[src/nsp_pkg.sv]
// Package for the numeric string parser: transaction types, character codes
// and the small decode helpers used by the core.
// No dependencies.
`timescale 1ns / 1ps

package nsp_pkg;

  // Longest string, counted in character positions (range 4 to 15).
  localparam int MAX_CHARS = 11;
  localparam int POS_W     = 4;
  localparam logic [POS_W-1:0] MAX_POS = POS_W'(MAX_CHARS);

  localparam int VAL_W      = 32;
  localparam int KILO_SHIFT = 10;
  localparam int MEGA_SHIFT = 20;

  // ASCII codes
  localparam logic [7:0] CH_NUL  = 8'h00;
  localparam logic [7:0] CH_0    = 8'h30;
  localparam logic [7:0] CH_9    = 8'h39;
  localparam logic [7:0] CH_LO_X = 8'h78;
  localparam logic [7:0] CH_UP_X = 8'h58;
  localparam logic [7:0] CH_LO_K = 8'h6B;
  localparam logic [7:0] CH_UP_K = 8'h4B;
  localparam logic [7:0] CH_LO_M = 8'h6D;
  localparam logic [7:0] CH_UP_M = 8'h4D;
  localparam logic [7:0] CH_LO_A = 8'h61;
  localparam logic [7:0] CH_LO_F = 8'h66;
  localparam logic [7:0] CH_UP_A = 8'h41;
  localparam logic [7:0] CH_UP_F = 8'h46;

  typedef struct packed {
    logic [7:0] character;
    logic       first;
  } in_t;

  typedef struct packed {
    logic [VAL_W-1:0] value;
    logic             ok;
  } out_t;

  // Core result for one character: fire marks that a result is produced.
  typedef struct packed {
    logic fire;
    out_t data;
  } res_t;

  typedef struct packed {
    logic       valid;
    logic [3:0] nibble;
  } hex_t;

  function automatic logic is_dec(input logic [7:0] c);
    return (c >= CH_0) && (c <= CH_9);
  endfunction

  function automatic hex_t hex_digit(input logic [7:0] c);
    hex_t h;
    h = '0;
    if ((c >= CH_0) && (c <= CH_9)) begin
      h.valid  = 1'b1;
      h.nibble = c[3:0];
    end else if (((c >= CH_LO_A) && (c <= CH_LO_F)) ||
                 ((c >= CH_UP_A) && (c <= CH_UP_F))) begin
      // a..f and A..F share the low three bits: 1..6 -> 10..15
      h.valid  = 1'b1;
      h.nibble = 4'(c[2:0] + 3'd1) + 4'd8;
    end
    return h;
  endfunction

endpackage

[src/nsp_core.sv]
// Parser state machine: phase, position and accumulator, advanced by one
// character per enable. Depends on nsp_pkg.
`timescale 1ns / 1ps

module nsp_core (
  input  logic          clk,
  input  logic          rst_n,
  input  logic          en,
  input  nsp_pkg::in_t  item,
  output nsp_pkg::res_t res
);
  import nsp_pkg::*;

  typedef enum logic [2:0] {
    PH_IDLE,
    PH_DEC,
    PH_LEADZERO,
    PH_HEX,
    PH_DONE
  } phase_t;

  phase_t           phase_r, phase_nxt;
  logic [POS_W-1:0] pos_r, pos_nxt;
  logic [VAL_W-1:0] acc_r, acc_nxt;

  phase_t           ph;
  logic [POS_W-1:0] pos, pos_inc;
  logic [VAL_W-1:0] acc, acc_dec;
  logic [7:0]       c;
  logic             do_dec;
  hex_t             hd;

  always_comb begin
    c   = item.character;
    ph  = phase_r;
    pos = pos_r;
    acc = acc_r;
    if (item.first) begin
      ph  = PH_DEC;
      pos = '0;
      acc = '0;
    end

    pos_inc = pos + POS_W'(1);
    // acc*10 + digit, wrapping at 32 bits
    acc_dec = {acc[VAL_W-4:0], 3'b000} + {acc[VAL_W-2:0], 1'b0} +
              VAL_W'(c[3:0]);
    hd = hex_digit(c);

    phase_nxt = ph;
    pos_nxt   = pos;
    acc_nxt   = acc;
    res       = '0;
    do_dec    = 1'b0;

    case (ph)
      PH_DEC: begin
        do_dec = 1'b1;
      end
      PH_LEADZERO: begin
        if ((c == CH_LO_X) || (c == CH_UP_X)) begin
          phase_nxt = PH_HEX;
          pos_nxt   = POS_W'(2);
          acc_nxt   = '0;
        end else begin
          phase_nxt = PH_DEC;
          do_dec    = 1'b1;
        end
      end
      PH_HEX: begin
        if (c == CH_NUL) begin
          res.fire    = 1'b1;
          res.data.ok = 1'b1;
          res.data.value = acc;
          phase_nxt   = PH_DONE;
        end else if (!hd.valid || (pos >= MAX_POS)) begin
          res.fire  = 1'b1;
          phase_nxt = PH_DONE;
        end else begin
          acc_nxt = {acc[VAL_W-5:0], hd.nibble};
          pos_nxt = pos_inc;
        end
      end
      default: begin
      end
    endcase

    if (do_dec) begin
      if (c == CH_NUL) begin
        res.fire = 1'b1;
        res.data.ok = 1'b1;
        res.data.value = acc;
        phase_nxt = PH_DONE;
      end else if (((c == CH_LO_K) || (c == CH_UP_K)) && (pos != '0)) begin
        res.fire = 1'b1;
        res.data.ok = 1'b1;
        res.data.value = acc << KILO_SHIFT;
        phase_nxt = PH_DONE;
      end else if (((c == CH_LO_M) || (c == CH_UP_M)) && (pos != '0)) begin
        res.fire = 1'b1;
        res.data.ok = 1'b1;
        res.data.value = acc << MEGA_SHIFT;
        phase_nxt = PH_DONE;
      end else if (is_dec(c)) begin
        acc_nxt = acc_dec;
        pos_nxt = pos_inc;
        if (pos_inc >= MAX_POS) begin
          res.fire  = 1'b1;
          phase_nxt = PH_DONE;
        end else if ((pos_inc == POS_W'(1)) && (c == CH_0)) begin
          phase_nxt = PH_LEADZERO;
        end else begin
          phase_nxt = PH_DEC;
        end
      end else begin
        res.fire  = 1'b1;
        phase_nxt = PH_DONE;
      end
    end
  end

  always_ff @(posedge clk) begin
    if (!rst_n) begin
      phase_r <= PH_IDLE;
      pos_r   <= '0;
      acc_r   <= '0;
    end else if (en) begin
      phase_r <= phase_nxt;
      pos_r   <= pos_nxt;
      acc_r   <= acc_nxt;
    end
  end

endmodule

[src/numeric_string_parser.sv]
// Numeric string parser top level: input register, parser core, result register.
// A result passes through the input register and then the result register.
// Throughput: one character per cycle; the input register drains into the
// core whenever the result register is empty or being taken.
// Reset (rst_n low, synchronous) empties both registers and sets the parser idle.
`timescale 1ns / 1ps

module numeric_string_parser (
  input  logic          clk,
  input  logic          rst_n,
  input  logic          in_valid,
  output logic          in_ready,
  input  nsp_pkg::in_t  in_data,
  output logic          out_valid,
  input  logic          out_ready,
  output nsp_pkg::out_t out_data
);
  import nsp_pkg::*;

  // Input register holding one character transaction
  in_t  stage_r;
  logic stage_valid_r;

  // Result register
  out_t out_r;
  logic out_valid_r;

  res_t res;
  logic advance;

  // The staged character is processed once the result slot can take a result;
  // a character that gives no result still waits so that ordering is kept simple.
  assign advance  = stage_valid_r && (!out_valid_r || out_ready);
  assign in_ready = !stage_valid_r || advance;

  nsp_core u_core (
    .clk   (clk),
    .rst_n (rst_n),
    .en    (advance),
    .item  (stage_r),
    .res   (res)
  );

  always_ff @(posedge clk) begin
    if (!rst_n) begin
      stage_valid_r <= 1'b0;
      out_valid_r   <= 1'b0;
    end else begin
      if (in_ready) begin
        stage_valid_r <= in_valid;
      end
      if (advance) begin
        out_valid_r <= res.fire;
      end else if (out_ready) begin
        out_valid_r <= 1'b0;
      end
    end
  end

  // Payload registers, no reset needed
  always_ff @(posedge clk) begin
    if (in_valid && in_ready) begin
      stage_r <= in_data;
    end
    if (advance && res.fire) begin
      out_r <= res.data;
    end
  end

  assign out_valid = out_valid_r;
  assign out_data  = out_r;

  // A failed parse always reports value zero
  a_err_zero: assert property (@(posedge clk) disable iff (!rst_n)
    (out_valid_r && !out_r.ok) |-> (out_r.value == '0))
    else $error("error result with non-zero value");

  // A result waiting on a stalled output is never overwritten
  a_out_hold: assert property (@(posedge clk) disable iff (!rst_n)
    (out_valid_r && !out_ready) |-> !advance)
    else $error("core advanced into a full result register");

  // A staged character is kept until the core consumes it
  a_stage_hold: assert property (@(posedge clk) disable iff (!rst_n)
    (stage_valid_r && !advance) |=> (stage_valid_r && $stable(stage_r)))
    else $error("staged character lost");

endmodule
[config.mk]
export PLATFORM = sky130hd
export DESIGN_NAME = numeric_string_parser
export DESIGN_NICKNAME = d
export VERILOG_FILES = /design/src/nsp_pkg.sv /design/src/nsp_core.sv /design/src/numeric_string_parser.sv
export SDC_FILE = /design/constraint.sdc
export NUM_CORES = 1
export LEC_CHECK = 0
export BUFFER_PORTS_ARGS = -buffer_cell sky130_fd_sc_hd__clkbuf_2
export CAP_MARGIN = 20
export CORE_MARGIN = 8
export CORE_UTILIZATION = 56
export CTS_BUF_LIST = sky130_fd_sc_hd__clkbuf_16
export CTS_CLUSTER_DIAMETER = 40
export CTS_CLUSTER_SIZE = 14
export DETAILED_ROUTE_END_ITERATION = 10
export PLACE_DENSITY = 0.78
export SYNTH_ARGS = -nofsm -noshare
export SYNTH_HDL_FRONTEND = slang
export SYNTH_SLANG_ARGS = --single-unit
[constraint.sdc]
create_clock -name clk -period 3.8 [get_ports clk]
set_input_delay 0.38 -clock clk [delete_from_list [all_inputs] [get_ports clk]]
set_output_delay 0.38 -clock clk [all_outputs]
set_load 0.01 [all_outputs]
# == Word-level counts from Yosys, hierarchy flattened ==
# Cells that the tools add are included.
# totals
register_bits,83
latch_bits,0
ramBits,0
rom_bits,0
inputBits,13
elab_cells,104
memories,0
# classes
addsub,5
mul,0
n_div,0
n_lt_le_gt_ge,8
n_eq_ne,11
n_shift,0
n_mux,49
bitwise_logic,0
reduce_logical,22
# ops
cell,n
$mux W32,9
$mux W34,4
$mux W33,2
$pmux W32 S2,1
$eq A8 B7 Y1 const B,6
$mux W4,9
$add A32 B32 Y32,1
$add A32 B4 Y32,1
$mux W3,9
$ge A8 B7 Y1 const B,2
$le A8 B7 Y1 const B,2
$mux W5,2
$logic_and A1 B1 Y1,9
$eq A8 B6 Y1 const B,1
$ge A4 B4 Y1 const B,2
$ge A8 B6 Y1 const B,1
$le A8 B6 Y1 const B,1
$logic_not A8 Y1,1
$mux W1,8
$pmux W4 S2,1
$logic_or A1 B1 Y1,7
$eq A3 B2 Y1 const B,2
$pmux W3 S2,1
$add A3 B1 Y4 const B,1
other kinds (9),12

# == Longest topological paths before layout ==
# depth
word_depth,17
depth_mapped,16

# == By module ==
# From an unflattened synthesis, not the netlist that was laid out.
# hier_totals
hier_cells,756
hier_area_um2,6471.2
# modules_own_cells
module,instances,cells_each,area_each_um2,seq_area_each_um2
nsp_core,1,701,5097.4,780.7
numeric_string_parser,1,55,1373.8,1301.2

# == Worst setup path after synthesis ==
# Ideal clock, no wire load.
# synth_timing
path_type,reg-to-reg
startpoint,register stage_r[0] (netlist bit)
endpoint,"register out_r, in the netlist out_data[0] (enable)"
arrival_ns,3.660
setup_slack_ns,-0.298
path_stages_with_launch,14
n_path_buf,3
period_less_slack_ns,4.098
path_cell_list,edfxtp_1 -> buf_2 -> clkinv_1 -> clkbuf_1 -> nand2_1 -> inv_1 -> ha_1 -> nor2_1 -> o32ai_1 -> a21oi_1 -> buf_2 -> inv_1 -> nand2_1 -> a21oi_1
# synth_between
elab_chain_len,13
word_cells_on_any_way,23
# synth_lines
element,line_no,source
start: declaration,numeric_string_parser.sv:21,in_t stage_r;
start signal: assignment,numeric_string_parser.sv:63,stage_r <= in_data;
branches (longest 11 deep; another with $add A4 B1 Y4),--,
$mux W34 (*),nsp_core.sv:88,if (do_dec) begin
$logic_and A1 B1 Y1 (*),numeric_string_parser.sv:65,if (advance && res.fire) begin
end signal: assignment,numeric_string_parser.sv:66,out_r <= res.data;
end: declaration,numeric_string_parser.sv:25,out_t out_r;
# Every way passes the cells marked *.
# A chain may end at the register's enable or synchronous reset.

# == Worst setup path in the final report ==
# layout_timing
startpoint,register stage_r[0] (netlist bit)
endpoint,register u_core.acc_r[26]
# layout_between
elab_chain_len,11
word_cells_on_any_way,23
# layout_lines
element,line_no,source
branches (longest 10 deep; another with $add A32 B32 Y32),--,
$mux W32 (*),nsp_core.sv:88,
end signal: assignment,nsp_core.sv:130,acc_r <= acc_nxt;
end: declaration,nsp_core.sv:24,"logic [VAL_W-1:0] acc_r, acc_nxt;"
# Marks and branches as above.

==> reports/results.ini <==
[status]
status=complete, no violations

[finish]
mostFrequentLayoutCells=o21ai_0 (71), ha_1 (66), nand2_1 (58), nor2_1 (58), a21oi_1 (55)
drive_above_1_share=0.137
n_antenna_cell=0
area_growth_pct=12.7
fillers=985
layout_commonest_cell=o21ai_0
fin_cells=933
nNetsFinal=865

[floorplanning]
io_pins=48
start_util=0.564
coreArea_sq_um=11200
die_area_sq_um=15000
die_height_um=122
rows=39
fp.dieW_um=122

[route]
drcViolationCount=0
via_count=6280
final_antenna_net_count=0
drt-wirelength-per-cell_um=21.8
wl_mm=20.4
vias_per_cell=6.73
drt_iter0_drc=870
first_pass_iters=6

[clock_tree]
clockBufferDepth=2
htreeDepth=3
cts_tree=built
cts.reportedPaths.clkPinSlew_ps=60
cts_buffers=9
clk_latency_ps=340
clock_sinks=83
cts_root_buffer=clkbuf_16

[setup_path]
rrSetupSlack_ps=100
rr_startpoint=stage_r[0]
path_max_fanout=7
path_delay_family=compound AO/OA/AOI/OAI gates
cpMaxStageDelayCell=edfxtp_1
worstPathArrival_ps=3920
timing.rr.end=u_core.acc_r[26]
startpoint_type=flip-flop
worstPathRequired_ps=4020
critPathKind=reg2reg
ff2ff_path_depth=14
cp.buffers_inverters=4
setup.worst_path.start=stage_r[0]
slowest_delay_ps=440
critPathCaptureType=flip-flop
crit_chain=clkinvlp_4 -> buf_4 -> nand2_1 -> inv_1 -> ha_1 -> ha_1 -> buf_4 -> a21oi_1 -> a2bb2oi_1 -> o211a_1 -> nor3_1 -> or3_1 -> a21oi_1 -> o31ai_1

[synthesis]
synthCells=737
synth-main-ff-cell=edfxtp_1
async_flop_share=0
synth_nets=817
avgSynthCellArea_sq_um=8.59
ys_seq_area_frac=0.329
synth_edf_count=42
syn_area_sq_um=6330
synth_warnings=0
ys_ff_latch=83
synth.distinct_cells=72

[sta]
post-route-min-period_ps=3700
fmax_mhz=270
post-route-period-util=0.974
clock-skew-final_ps=5.27
tightest_slew_ps=723
relSlewSlack=0.517
tns_ps=0
slew_violations=0
finalHoldViolCount=0
setup_viol=0

[grt]
grt_pass1_wl_mm=31.8
grt_use_total=0.271
grt-ovfl-total=0
grt_pass1_vias=5946
grt_max_degree=38
antenna_found_initial=0

[pwr]
ir_drop_uv=275
p_leak_nw=3.21
internal-power_mw=1.60
power_switching_mw=0.510
power_frac_seq=0.466
fin_total_pwr_mw=2.11
swShare=0.242
comb_power_share=0.085
power.density_nw_per_um2=296
pwr-share-clk=0.449

[run]
drv_cap=0

[worst_hold_path]
hold_start=in_data[4]
min_to=stage_r[4]
holdPathStages=1
min_path_type=in2reg

[placed_design]
dp.cells=914
hpwl_mm=15.2
portBuffers=47
routabilityCongestion=1.06

-- Yosys cell counts, types with 3 or more instances --
library cell  number  area (sq um)
nand3b_1           3          22.5
a22o_1             7          61.3
and2_1             5          31.3
nor2_1            58           218
o21ai_0           71           355
nand2_1           58           218
and3_1             8          50.1
edfxtp_1          42          1260
o211ai_1           8          60.1
clkbuf_1          23          86.3
buf_2             10          50.1
a211oi_1           3          22.5
nand2b_1           4          25.0
a2bb2oi_1          3          26.3
nor3_1            12          60.1
nand3_1           24           120
a31oi_1            8          50.1
o22ai_1           14          87.6
nor2b_1           23           144
o21bai_1           3          22.5
a22oi_1           14           105
xor2_1            16           140
a21o_1            21           158
ha_1              66           826
dfxtp_1           41           821
inv_1             35           131
o21a_1             8          60.1
or3_1              5          31.3
xnor2_1           10          87.6
a21oi_1           57           285
o31ai_1            4          30.0
o221ai_1          13           114
a32oi_1            6          52.6
a221o_1            3          30.0
o32ai_1            4          35.0
a211o_1            3          26.3
-- kinds of logic (layout without fill, tap and decap cells) --
logic type	after synthesis	after routing	synth area share
AO/OA/AOI/OAI	270	270	0.281
AND/OR/NAND/NOR	219	219	0.173
flip-flops	83	83	0.329
buffers and inverters	72	125	0.0471
adder cells (fa/ha/maj)	67	67	0.134
XOR/XNOR	26	26	0.0360
-- metal layers --
layer	track usage	vias up	wire, um
li1	-	2862	-
met1	0.354	2953	8080
met2	0.424	399	9200
met3	0.0524	66	2340
met4	0.134	0	767
met5	0	-	0
-- stage by stage --
stage / hold WS (ps) / area [sq um] / utilization / worst slack (ps)
floorplan: 424 / 6330 / - / 383
global placement: 439 / 6770 / 0.603 / 212
detailed placement: 449 / 6770 / 0.603 / 142
CTS: 207 / 7090 / 0.632 / 108
global route: 210 / 7130 / 0.635 / -15.1
finish: 211 / 7130 / 0.635 / 99.6
-- sequential cells by signal (all words and copies together), names as in the netlist --
signal	cells
out_data	33
out_valid	1
stage_r	9
stage_valid_r	1
u_core.acc_r	32
u_core.phase_r	3
u_core.pos_r	4
-- what timing repair did --
item / in CTS / in global routing
endpoints found under the setup margin: 0 / 8
resized for setup: 0 / 5
setup buffers: 0 / 2
hold buffers: 0 / 0
-- layout make-up --
type,count,area (sq um),area share
clock buffers,9,225,0.0316
repair inverters,1,7.51,0.00105
clock inverters,7,93.8,0.0132
well taps,143,179,0.0251
repair buffers,72,427,0.0598
inverters,36,139,0.0195
flip-flops and latches,83,2080,0.292
multi-input cells,582,3980,0.558
-- power groups by stage --
stage | combinational (mW) | sequential [mW] | clock, mW
finish | 0.179 | 0.983 | 0.948
global route | 0.194 | 0.986 | 0.983
CTS | 0.174 | 0.982 | 0.952
detailed placement | 0.173 | 1.00 | 0
global placement | 0.171 | 1.00 | 0
floorplan | 0.109 | 1.00 | 0
-- how the worst max path moves through the flow --
stage / slack (ps) / to / cells past startpoint
final: 100 / u_core.acc_r[26] / 14
after global routing: -20 / u_core.acc_r[31] / 14
after CTS: 110 / u_core.acc_r[30] / 15
after detailed placement: 140 / u_core.acc_r[30] / 15
after global placement: 210 / u_core.acc_r[26] / 14
after floorplan: 380 / out_data[0] / 13
Note: power is estimated with default switching activity, not from simulation.
